`src/sv/gidr_pkg.sv`:
```
`default_nettype none

package gidr_pkg;

    // Fixed field widths
    localparam int unsigned FIELD_W = 32;
    localparam int unsigned CFG_W   = 9;

    // Operation codes
    localparam logic [1:0] OP_QUERY     = 2'd0;
    localparam logic [1:0] OP_WR_RANGE  = 2'd1;
    localparam logic [1:0] OP_WR_OFFSET = 2'd2;

    // Result status codes
    localparam logic [1:0] ST_OK       = 2'd0;
    localparam logic [1:0] ST_NO_RANGE = 2'd1;
    localparam logic [1:0] ST_PART_OVF = 2'd2;

    // Configuration register indexes
    localparam logic CFG_PARTS = 1'b0;
    localparam logic CFG_TYPES = 1'b1;

    typedef struct packed {
        logic [1:0]  operation;
        logic [7:0]  entry_index;
        logic [31:0] range_start_value;
        logic [31:0] range_end_value;
        logic [31:0] offset_value;
        logic [31:0] query_id;
    } t_in_item;

    typedef struct packed {
        logic [7:0]  type_index;
        logic [31:0] local_id;
        logic [1:0]  status;
    } t_out_item;

    // Controller to datapath
    typedef struct packed {
        logic take;
        logic init;
        logic probe;
        logic step;
        logic div_load;
        logic div_step;
        logic look;
        logic offs;
        logic fin;
    } t_cmd;

    // Datapath to controller
    typedef struct packed {
        logic len_zero;
        logic no_range;
        logic div_done;
        logic out_blocked;
    } t_sts;

endpackage

`default_nettype wire

```
`src/sv/gidr_ctrl.sv`:
```
`default_nettype none

module gidr_ctrl (
    input  wire logic            i_clk,
    input  wire logic            i_rst_n,
    input  wire logic            i_valid,
    input  wire logic [1:0]      i_operation,
    input  wire gidr_pkg::t_sts  i_sts,
    output gidr_pkg::t_cmd       o_cmd,
    output logic                 o_stall
);

    typedef enum logic [7:0] {
        S_IDLE  = 8'b0000_0001,
        S_INIT  = 8'b0000_0010,
        S_PROBE = 8'b0000_0100,
        S_CMP   = 8'b0000_1000,
        S_DIV   = 8'b0001_0000,
        S_LOOK  = 8'b0010_0000,
        S_OFFS  = 8'b0100_0000,
        S_FIN   = 8'b1000_0000
    } t_state;

    t_state r_state;
    t_state n_state;

    // Take items only while idle
    assign o_stall = (r_state != S_IDLE);

    // Next state and commands
    always_comb begin
        n_state = r_state;
        o_cmd   = '0;
        case (r_state)
            S_IDLE: begin
                o_cmd.take = i_valid;
                if (i_valid && (i_operation == gidr_pkg::OP_QUERY)) begin
                    n_state = S_INIT;
                end
            end
            S_INIT: begin
                o_cmd.init = 1'b1;
                n_state    = S_PROBE;
            end
            S_PROBE: begin
                if (i_sts.len_zero) begin
                    if (i_sts.no_range) begin
                        n_state = S_FIN;
                    end else begin
                        o_cmd.div_load = 1'b1;
                        n_state        = S_DIV;
                    end
                end else begin
                    o_cmd.probe = 1'b1;
                    n_state     = S_CMP;
                end
            end
            S_CMP: begin
                o_cmd.step = 1'b1;
                n_state    = S_PROBE;
            end
            S_DIV: begin
                if (i_sts.div_done) begin
                    n_state = S_LOOK;
                end else begin
                    o_cmd.div_step = 1'b1;
                end
            end
            S_LOOK: begin
                o_cmd.look = 1'b1;
                n_state    = S_OFFS;
            end
            S_OFFS: begin
                o_cmd.offs = 1'b1;
                n_state    = S_FIN;
            end
            S_FIN: begin
                if (!i_sts.out_blocked) begin
                    o_cmd.fin = 1'b1;
                    n_state   = S_IDLE;
                end
            end
            default: begin
                n_state = S_IDLE;
            end
        endcase
    end

    always_ff @(posedge i_clk) begin
        if (!i_rst_n) begin
            r_state <= S_IDLE;
        end else begin
            r_state <= n_state;
        end
    end

endmodule

`default_nettype wire

```
`config.mk`:
```
export PLATFORM = sky130hd
export DESIGN_NAME = gidr_ctrl
export DESIGN_NICKNAME = d
export VERILOG_FILES = /design/src/sv/gidr_pkg.sv /design/src/sv/gidr_ctrl.sv
export SDC_FILE = /design/constraint.sdc
export NUM_CORES = 1
export LEC_CHECK = 0
export BUFFER_PORTS_ARGS = -buffer_cell sky130_fd_sc_hd__buf_4
export CAP_MARGIN = 20
export CORE_AREA = 2 2 39 41
export DETAILED_ROUTE_END_ITERATION = 8
export DIE_AREA = 0 0 41 43
export GPL_ROUTABILITY_DRIVEN = 0
export GPL_TIMING_DRIVEN = 0
export PLACE_DENSITY = 0.78
export SLEW_MARGIN = 15
export SYNTH_ARGS = -nofsm -noshare
export SYNTH_HDL_FRONTEND = slang
export SYNTH_SLANG_ARGS = --single-unit
```
`constraint.sdc`:
```
create_clock -name i_clk -period 2.1 [get_ports i_clk]
set_input_delay 0.42 -clock i_clk [delete_from_list [all_inputs] [get_ports i_clk]]
set_output_delay 0.42 -clock i_clk [all_outputs]
set_load 0.05 [all_outputs]
```
-- Yosys cells after proc, flatten, opt, wreduce, memory -nomap -nowiden
Index checks and enable logic that the tools add are counted.
- equality and inequality tests: 12
- mux-type cells: 20
- reductions and logical operators: 4
- operator list (cell ; number):
    $pmux 8 s7 ; 1
    $mux 8 ; 5
    $mux 1 ; 14
    $eq 8x1->1 const B ; 1
    $eq 8x2->1 const B ; 1
    $eq 8x3->1 const B ; 1
    $eq 8x4->1 const B ; 1
    $eq 8x5->1 const B ; 1
    $eq 8x6->1 const B ; 1
    $eq 8x7->1 const B ; 1
    $eq 8x8->1 const B ; 1
    $ne 8x1->1 const B ; 1
    $ne 2x2->1 const B ; 3
    $reduce_and 3->1 ; 1
    $logic_not 2->1 ; 1
    $reduce_or 2->1 ; 1
    $logic_and 1x1->1 ; 1
- output and inout bits: 10
- input port bits: 9
- register bits: 8
- word-level logic and storage cells: 37

-- Logic depth before layout (Yosys ltp)
Gate-level depths: netlist of the first run.
- depth in word-level cells: 4
- depth in mapped cells: 7
- mapped depth without buffers: 6

-- Least setup slack after synthesis of the first run
OpenSTA, ideal clock, no wires.
- path type: reg-to-reg
- from: register r_state[1]
- to: register r_state[6]
- library setup time: 0.070 ns
- stages on the path, launching flop included: 6
- slack: -0.874 ns
- arrival time: 2.904 ns
- period minus slack after synthesis: 2.974 ns
- buffers on the path: 1
- cell sequence: dfxtp_1 -> clkbuf_1 -> nor3_1 -> nand2_1 -> nor4b_1 -> and4_1
- word-level cells in the longest chain between the ends: 3
- ends and longest elaborated chain (what ; line ; text):
    from (decl) ; gidr_ctrl.sv:24 ; t_state r_state;
    from (signal assigned) ; gidr_ctrl.sv:93 ; r_state <= n_state;
    $eq 8x4->1 (tied with other cells) ; gidr_ctrl.sv:34 ; case (r_state)
    $reduce_or 2->1 (no source line) or $ne 2x2->1 (tied branches) ; - ;
    $pmux 8 s7 or $reduce_and 3->1 (tied branches) ; - ;
Parallel ways exist; a longest one is shown, timed or not.
A chain may end at the register's enable or synchronous reset.

==> results of run 1 <==
## worst max-delay path by stage
stage	from	endpoint	slack (ns)	cells past startpoint
finish	r_state[7]	o_cmd[4]	-0.12	5
global route	r_state[7]	o_cmd[4]	-0.18	5
CTS	r_state[5]	o_cmd[4]	-0.23	5
detailed placement	r_state[5]	o_cmd[6]	-0.04	7
global placement	r_state[5]	o_cmd[6]	-0.008	7
floorplan	r_state[1]	o_cmd[2]	-0.16	4
## through the flow
stage / setup WS, ns / TNS [ns]
global placement: -0.00760 / -0.00760
floorplan: -0.158 / -0.432
global route: -0.185 / -0.613
finish: -0.123 / -0.344
detailed placement: -0.0428 / -0.0974
CTS: -0.228 / -0.656
## layout by cell type, fill, tap and decap left out, drive strengths merged, types with 3 or more instances in the layout
cell type / count
clkbuf: 3
buf: 28
dfxtp: 8
nand2: 4
nor3: 9
nor2: 7
nand3b: 4
inv: 5
## repair_timing
| action | 4_1_cts | 5_1_grt |
|---|---|---|
| endpoints found under the hold margin | 0 | 0 |
| resized for setup | 9 | 5 |
| setup endpoints to repair | 4 | 9 |
| buffers inserted | 6 | 1 |
| hold buffers | 0 | 0 |
| pin swaps | 4 | 4 |
| gates cloned | 0 | 0 |
## logic make-up (layout without fill, tap and decap cells)
logic type | Yosys count | after routing | share of synthesized area, %
AO/OA/AOI/OAI | 10 | 10 | 12.3
XOR/XNOR | 3 | 3 | 4.60
flip-flops | 8 | 8 | 28.0
AND/OR/NAND/NOR | 38 | 38 | 45.3
buffers and inverters | 11 | 36 | 9.85
## power by group through the flow
stage,registers [mW],clock network [mW],logic [mW]
floorplan,0.168,0,0.139
global placement,0.169,0,0.190
detailed placement,0.170,0,0.193
CTS,0.164,0.115,0.201
global route,0.178,0.125,0.211
finish,0.175,0.112,0.196
## per-layer routing
metal	up-vias	global-route usage, %	share of wire [%]
met4	0	10.0	1.1
li1	297	-	-
met3	2	3.14	5.7
met1	268	22.0	44
met5	-	0	0
met2	23	27.8	49
## critical path, delay by kind of cell, from the launching register on
kind	cells	cell delay, ns
flops	1	0.34
simple gates	4	1.02
buf+inv	1	0.18
## layout make-up
| type | count | area share [%] |
|---|---|---|
| well taps | 16 | 2.37 |
| clock buffers | 3 | 2.66 |
| plain buffers | 3 | 2.07 |
| repair buffers | 25 | 24.9 |
| flip-flops and latches | 8 | 20.0 |
| inverters | 5 | 2.22 |
| multi-input cells | 51 | 45.9 |
==> impl_metrics.toml, run 1 <==
[die]
ioPinCount = 19
rows = 14
die_area_um2 = 1760
dieHeight_um = 43
initial_utilization_pct = 41.3
die_x_um = 41
core_um2 = 1380

[global_routing]
grt_pass1_wl_um = 2130
gr-usage-all-layers_pct = 17.9
antenna_found_initial = 0
grt_overflow = 0
grt_pass1_vias = 531
grt_max_degree = 10

[clocking]
cts_root_buf = "clkbuf_4"
path_clk_slew_ns = 0.05
cts_buffers = 3
clock_latency_ns = 0.25
clock_sinks = 8
cts.path.max_buffers = 2
htree_levels = 1
cts_tree = "built"

[sta]
setup_slack_ns = -0.123
hold_slack_ns = 0.363
finalCritPeriodShare_pct = 106
tightest_slew_ns = 0.330
slew_viol_final = 0
rsz0062_at_grt = "true"
layout_min_cycle_time_ns = 2.22
clock_skew_ns = 0.00162
setup_viol = 3
slew_headroom_pct = 78.0
fmax_mhz = 450
hold_viol = 0

[worst_setup_path]
r2r_cells = 6
r2r_setup_slack_ns = 0.37
crit_arrival_ns = 1.80
reg2reg_from = "r_state[7]"
crit_path_end_kind = "output port"
cpPeakStageDelay_ns = 0.55
startpoint_type = "flop"
path_cells = "or4_4 > nor3_4 > nand3b_4 > nor3_4 > buf_6"
slowest_stage = "or4_4"
cp.required_ns = 1.68
cp_max_fo = 3
crit_type = "reg -> out"
regToRegEndpoint = "r_state[7]"
crit_top_cell = "nor3_4"

[pwr]
p_sw_share_pct = 37.6
power_mw = 0.483
powerDensity_nw_per_um2 = 571
share_comb_of_total_power_pct = 40.6
seq_power_share_pct = 36.3
power.clock.fraction_pct = 23.1
power_switching_mw = 0.182
cellLeakagePower_nw = 0.401
p_int_mw = 0.301
peakVddDrop_v = 0.000280

[layout]
design_area_um2 = 846
regMostFlops = "r_state"
largestRegisters = "r_state x8"
largest_reg_flops = 8
final_cells = 111
syn_to_final_growth_pct = 47.9
fin_util_pct = 61.1
diodes = 0
num-fill-cells = 138
multi_input_area_um2 = 388
register_area_um2 = 169
final_nets = 106
final_layout_size_suffix_gt1_share_pct = 48.4

[synth]
ys_seq_area_share_pct = 28.0
yosysUniqueCellTypes = 34
post-synth-top-area-cell = "dfxtp_1"
synth_edf_count = 0
syn_inst = 70
avgSynthCellArea_um2 = 8.17
synth_area_leaders = "dfxtp_1 (28%), nor3_1 (6.1%), nor3_4 (5.7%)"
synth-seq-cells = 8
synth_common_cells = "dfxtp_1 (8), nor3_1 (7), nor2_1 (6), inv_1 (5), nand2_1 (4)"
synth.most_common_cell = "dfxtp_1"
syn-cell-area_um2 = 572
synth_ff_type = "dfxtp_1"
synth.top_cell.area_share_pct = 28.0
ys_warn_count = 0
synth_fp_nets = 79
async_reset_ff_share_pct = 0

[min_path]
whs_path_depth = 2
min_path_type = "in -> reg"
hold_start = "i_sts[3]"
whs_endpoint = "r_state[3]"

[placement]
port_buffers = 18
dpl.hpwl_um = 990
dp.cells = 104
post_dp_cell_area_um2 = 749

[route]
vias = 590
drc = 0
dr.pass1.iters = 4
ant_nets = 0
wire_per_inst_um = 11.9
via_per_inst = 5.32
drt-total-wl_um = 1330
drtIter0Drc = 4

[flow_run]
cap_violations = 0

[status]
failed_checks = "setup timing"
status = "finished, violations left"
(Power assumes the default switching activity.)
==> run 2, diff against run 1 <==
--- a/config.mk
+++ b/config.mk
@@ -17,3 +17,4 @@
 export SYNTH_ARGS = -nofsm -noshare
 export SYNTH_HDL_FRONTEND = slang
 export SYNTH_SLANG_ARGS = --single-unit
+export TNS_END_PERCENT = 30
==> run 2 against run 1 <==
  * The run still ends with setup timing left
  * Largest cell class unchanged
  * Maximum frequency increased by 0.64%
  * First-iteration DRC count decreased by 25%
  * Global-route usage decreased by 0.93 points
  * Clock skew decreased by 0.00071 ns
  * Non-clock buffer count decreased by 1
  * Power decreased by 0.50%
  * Sequential share of layout area increased by 0.45 points
  * Combinational power increased by 3%
==> impl_metrics.toml, run 2 (synthesis gave the netlist of run 1 again) <==
[status]
status = "finished, violations left"
failed_checks = "setup timing"

[clocking]
path_clk_slew_ns = 0.05
cts_buffers = 3
cts_tree = "built"
cts.path.max_buffers = 2
clock_sinks = 8
clock_latency_ns = 0.25
cts_hold_buf = 0
htree_levels = 1
cts_root_buf = "clkbuf_4"

[global_routing]
grt_overflow = 0
antenna_found_initial = 0
grt_pass1_vias = 494
gr-usage-all-layers_pct = 17.0
grt_max_degree = 10
grt_pass1_wl_um = 2080

[layout]
largest_reg_flops = 8
num-fill-cells = 137
design_area_um2 = 827
final_layout_size_suffix_gt1_share_pct = 47.9
final_cells = 110
diodes = 0
final_cell_mix = "buf_4 (20), nor2_1 (5), inv_1 (5), nor3_1 (5), dfxtp_1 (5)"
regMostFlops = "r_state"
final_common_cell = "buf_4"
largestRegisters = "r_state x8"
final_nets = 105
syn_to_final_growth_pct = 44.6

[die]
initial_utilization_pct = 41.3
dieHeight_um = 43
ioPinCount = 19
die_x_um = 41
die_area_um2 = 1760
rows = 14
core_um2 = 1380

[pwr]
cellLeakagePower_nw = 0.395
power_mw = 0.480
peakVddDrop_v = 0.000378
powerDensity_nw_per_um2 = 581

[worst_setup_path]
crit_path_end_kind = "output port"
startpoint_type = "flop"
cp_max_fo = 3
cp.required_ns = 1.68
crit_type = "reg -> out"
crit_arrival_ns = 1.79

[sta]
fmax_mhz = 453
rsz0062_at_grt = "true"
hold_viol = 0
finalCritPeriodShare_pct = 105
layout_min_cycle_time_ns = 2.21
slew_headroom_pct = 79.6
clock_skew_ns = 0.000910
fin_setup_tns_ns = -0.309
setup_slack_ns = -0.109
slew_viol_final = 0
tightest_slew_ns = 0.302
setup_viol = 3

[route]
ant_nets = 0
drt-total-wl_um = 1270
drc = 0
vias = 566
dr.pass1.iters = 4
via_per_inst = 5.15
wire_per_inst_um = 11.6
drtIter0Drc = 3

[placement]
dpl.hpwl_um = 962
post_dp_cell_area_um2 = 744
dp.cells = 104
port_buffers = 18

[min_path]
min_path_type = "in -> reg"

[flow_run]
cap_violations = 0
[run 2: cell count changes in the layout (fill, tap and decap cells not counted), sizes merged]
cell,change
clkbuf,+1
buf,-2
[run 2: final timing paths]
kind / end / slack, ns / cells past startpoint / from
max: o_cmd[4] / -0.11 / 5 / r_state[7]
min: r_state[3] / 0.36 / 2 / i_sts[3]
max reg2reg: r_state[7] / 0.38 / 6 / r_state[7]
min reg2reg: r_state[2] / 0.67 / 3 / r_state[5]
[run 2: per-stage QoR]
stage	setup WS, ns	hold slack [ns]	util (%)
after global placement	-0.00772	0.607	53.8
after global routing	-0.193	0.354	59.8
after floorplan	-0.158	0.499	-
after CTS	-0.224	0.344	58.7
after detailed placement	-0.0341	0.610	53.8
final	-0.109	0.358	59.8
[run 2: area by class of cell]
cell class | count | area (um^2) | share of cell area (%)
clock buffers | 3 | 22.5 | 2.72
plain buffers | 4 | 22.5 | 2.72
multi-input cells | 51 | 383 | 46.3
inverters | 5 | 18.8 | 2.27
well taps | 16 | 20.0 | 2.42
repair buffers | 23 | 191 | 23.1
flip-flops and latches | 8 | 169 | 20.4
[run 2: power by group]
| part | switching, mW | leakage (nW) | internal [mW] |
|---|---|---|---|
| combinational | 0.127 | 0.314 | 0.0754 |
| sequential | 0.00668 | 0.0669 | 0.158 |
| clock | 0.0477 | 0.0138 | 0.0651 |
[run 2: metal layers]
| layer | GRT usage [%] | vias to the layer above | routed length, um |
|---|---|---|---|
| li1 | - | 295 | - |
| met1 | 23.6 | 256 | 582 |
| met2 | 25.3 | 15 | 630 |
| met3 | 3.14 | 0 | 59 |
| met4 | 6.00 | 0 | 0 |
| met5 | 0 | - | 0 |
[run 2: worst max-delay path, cell delays in order, from the launching register on]
cell and delay [ns]:
dfxtp_4 0.34, or4_4 0.55, nor3_4 0.18, nand3b_4 0.12
nor3_4 0.16, buf_6 0.18
[run 2: repair_timing]
action                                  CTS  global route
endpoints found under the setup margin    6             8
setup buffers                             5             0
pin swaps                                 3             4
resized for setup                         9             6
